[src/rtl/stateful_flow_firewall_unit_assert.svh]
// Assertion macros for the stateful flow firewall unit.
`ifndef STATEFUL_FLOW_FIREWALL_UNIT_ASSERT_SVH
`define STATEFUL_FLOW_FIREWALL_UNIT_ASSERT_SVH
`ifndef SYNTHESIS
`define SFF_ASSERT_IMP(label, clk, rst, a, c) \
  label: assert property (@(posedge clk) disable iff (rst) (a) |-> (c)) \
    else $error("implication check failed");
`define SFF_ASSERT_NXT(label, clk, rst, a, c) \
  label: assert property (@(posedge clk) disable iff (rst) (a) |=> (c)) \
    else $error("assertion failed");
`else
`define SFF_ASSERT_IMP(label, clk, rst, a, c)
`define SFF_ASSERT_NXT(label, clk, rst, a, c)
`endif
`endif

[src/rtl/sff_ram.sv]
// Generic single-port RAM with registered read.
module sff_ram #(
  parameter int Width = 8,
  parameter int Depth = 16
) (
  input  logic                     clk,
  input  logic                     we,
  input  logic [$clog2(Depth)-1:0] addr,
  input  logic [Width-1:0]         wdata,
  output logic [Width-1:0]         rdata
);
  logic [Width-1:0] mem [Depth];

  always_ff @(posedge clk) begin
    if (we) begin
      mem[addr] <= wdata;
    end
    rdata <= mem[addr];
  end
endmodule

[config.mk]
export PLATFORM = sky130hd
export DESIGN_NAME = sff_ram
export DESIGN_NICKNAME = d
export VERILOG_FILES = /design/src/rtl/stateful_flow_firewall_unit_assert.svh /design/src/rtl/sff_ram.sv
export SDC_FILE = /design/constraint.sdc
export NUM_CORES = 1
export LEC_CHECK = 0
export BUFFER_PORTS_ARGS = -buffer_cell sky130_fd_sc_hd__buf_2
export CAP_MARGIN = 20
export CORE_ASPECT_RATIO = 1.5
export CORE_MARGIN = 1
export CORE_UTILIZATION = 30
export DETAILED_ROUTE_END_ITERATION = 6
export PLACE_DENSITY = 0.44
export SLEW_MARGIN = 30
export SYNTH_ARGS = -nofsm -noshare
export SYNTH_HDL_FRONTEND = slang
export SYNTH_SLANG_ARGS = --single-unit
[constraint.sdc]
create_clock -name clk -period 2.76 [get_ports clk]
set_input_delay 0.69 -clock clk [delete_from_list [all_inputs] [get_ports clk]]
set_output_delay 0.69 -clock clk [all_outputs]
set_load 0.02 [all_outputs]
==> impl_results.md <==
- Status: finished, final reports clean
- GRT Residual Overflow: 0
- TritonCTS Buffers: 17
- Post-layout minimum cycle time: 1.88 ns
- Final layout net count: about 300
- Detailed placer's ending HPWL: 7330 um
- Average cell area after synthesis: 22.0 sq um
- Number of violations of the max-capacitance limit: 0
- Starting density of the core: 31.0%
- Area growth from synthesis to final layout: 21.5%
- Finish-stage setup viols: 0
- Summed instance area of the synthesized netlist: around 0.005 sq mm
- Number of resized instances in the post-cts repair step: 0
- Placed Instances: around 470
- Std cell rows: 57
- Worst hold-check path type: reg -> reg
- CTS sink cnt: approximately 140
- Slew margin rel.: 46.2%
- Fin Clk Skew: about 0.006 ns
- Cell type with the largest total area after synthesis: edfxtp_1
- Clock buffer depth: 2
- Clock latency at the later pin of the worst-skew pair: ~0.41 ns
- # IOs: 22
- Cell with the largest stage delay on the worst path: or3b_2
- Fraction of final layout cells sized beyond drive strength 1: 36.4%
- Actual transition at the worst max-transition pin: 0.804 ns
- Count of mapped cells out of synthesis: 230
- Sequential area share after synthesis: 79.0%
- Residual DRC: 0
- Startpoint Class: input pin
- Post-layout instance count excluding filler cells: 502
- Post-CTS Hold Fix Bufs: 0
- Via-to-Cell Ratio: 4.73
- Peak per-stage delay on the critical path: about 0.52 ns
- Cell variety after synth: 18
- Via count: 2373
- Kind of capture point of the worst setup path: flop
- Initial antenna violation count: 2
- Floorplan die height: 161 um
- Upper clock frequency limit: 532 MHz
- First-pass GRT wire length: 16500 um
- Drt wl/cell: ~22 um
- RSZ-0062 raised after global routing: no
- Total Negative Setup Slacks: 0 ns
- Initial DRT Pass Iterations: 4
- Flop and latch count out of synthesis: 136
- Drt total wl: 10900 um
- Clock tree from TritonCTS: done
- Horizontal die dimension: 108 um
- Required arrival time at the worst endpoint: 2.88 ns
- Series of cell instances along the critical path: buf_2, or3b_2, nor2_1, buf_4
- Vias in the first global route: about 2600
- VDD IR max: 333 uV
- Max-slew violations: 0
- Clock slew seen by the registers of the worst setup and hold paths: 0.06 ns
- Yosys warning count: 0
- Cell chosen for the clock root: clkbuf_16
- Number of nets in the synthesized netlist: 244
- Largest cells by area after synthesis: edfxtp_1 (76%), mux4_2 (14%), dfxtp_1 (3.2%)
- Post-route standard cell area excluding fillers: 0.00616 sq mm
- Final hold viol count: 0
- CORE AREA: 0.0163 sq mm
- # H-tree levels: 4
- CP Class: in -> reg
- Antenna Nets Post-Route: 0
- Die ar.: 0.0174 sq mm
- Worst-case hold slack: 0.670 ns
- DP Worst Slack: 0.442 ns
- Top fanout value on the critical path: 8
- Post-DP Area: between 0.005 and 0.006 sq mm
- Final estimated routing congestion in global placement: ~0.7
- Leakage Power: 0.00202 uW
- Smallest setup slack after layout: just under 0.9 ns
- Global-route usage over all layers: 13.8%
- Initial DRC Count: 145
- Portion of synthesized cell area occupied by the leading cell type: 75.9%
- I/O Buffers: 21
- Power density cells: 785 mW/mm^2
- Setup repair bufs after CTS: 0
- Portion of the clock cycle consumed by the worst path in the final layout: 68.2%
- Critical path arrival: approximately 2 ns
- Pin count of the biggest net entering global routing: 21
[power breakdown]
part           internal [uW]  leakage, uW  switching (uW)
Clock                   1420     0.000283             852
Sequential              2310      0.00122            13.8
Combinational           93.8     0.000514             140
[area by class of cell]
cell class              instances  area (sq um)
flip-flops and latches        136          4000
well taps                     206           258
fillers                      1476         10200
clock inverters                15           178
clock buffers                  17           425
repair buffers                 43           283
diodes                          2          5.00
multi-input cells              83          1000
[through the flow]
stage / utilization [%] / total power (uW)
2_1_floorplan: - / 2500
3_3_place_gp: 34.0 / 2610
3_5_place_dp: 34.0 / 2610
4_1_cts: 37.7 / 4900
5_1_grt: 37.7 / 4990
6_report: 37.7 / 4830
[cell usage after synthesis]
master,instances
mux4_2,32
nand2_1,9
buf_6,2
nand3_1,1
nand3b_1,2
nor2_1,13
and2_1,1
edfxtp_1,128
nand2b_1,2
buf_1,4
clkbuf_2,1
buf_2,2
or3b_2,1
dfxtp_1,8
nor2b_1,2
nor3_1,4
clkbuf_1,2
a22oi_1,16
[worst paths after layout]
| path | from | end | slack [ns] | depth (start not counted) |
|---|---|---|---|---|
| worst max-delay path | addr[2] | mem[1][7] | 0.88 | 4 |
| worst min-delay path | mem[14][3] | rdata[3] | 0.67 | 3 |
| worst max register to register | mem[3][2] | rdata[2] | 1.44 | 3 |
| worst min register to register | mem[14][3] | rdata[3] | 0.67 | 3 |
[critical path, delay by kind of cell]
family,cells,cell delay (ns)
and+or+nand+nor,2,0.93
buffers and inverters,2,0.38
[state kept, by name (all words and copies together) (netlist names)]
signal and count:
mem 128, rdata 8
[kinds of logic (layout without fill, tap and decap cells)]
group	Yosys count	after routing	share of synthesized area [%]
AND/OR/NAND/NOR	35	35	3.21
buffers and inverters	11	75	1.19
AO/OA/AOI/OAI	16	16	2.37
other	0	2	0
multiplexers	32	32	14.2
flip-flops	136	136	79.0
[cells in the final DEF (no fill, tap or decap)]
master,netlist,layout
inv_6,0,2
bufinv_16,0,3
edfxtp_1,128,128
clkinv_2,0,2
clkinv_1,0,1
nand3b_1,2,2
nand2b_1,2,2
buf_4,0,21
or3b_2,1,1
a22oi_1,16,16
clkinvlp_4,0,4
nor3_1,4,4
clkbuf_16,0,17
nor2_1,13,13
nor2b_1,2,2
mux4_2,32,32
dfxtp_1,8,8
diode_2,0,2
clkinv_4,0,3
buf_2,2,21
and2_1,1,1
buf_12,0,1
nand2_1,9,9
nand3_1,1,1
[metal layers]
metal  vias to the layer above  global-route usage (%)  share of wire (%)
met1                      1229                    16.4                 40
met2                        64                    23.5                 54
li1                       1068                       -                  -
met5                         -                       0                  0
met3                        12                    3.87                4.6
met4                         0                    4.86                1.3
No activity file was read; power rests on OpenSTA's default activity.
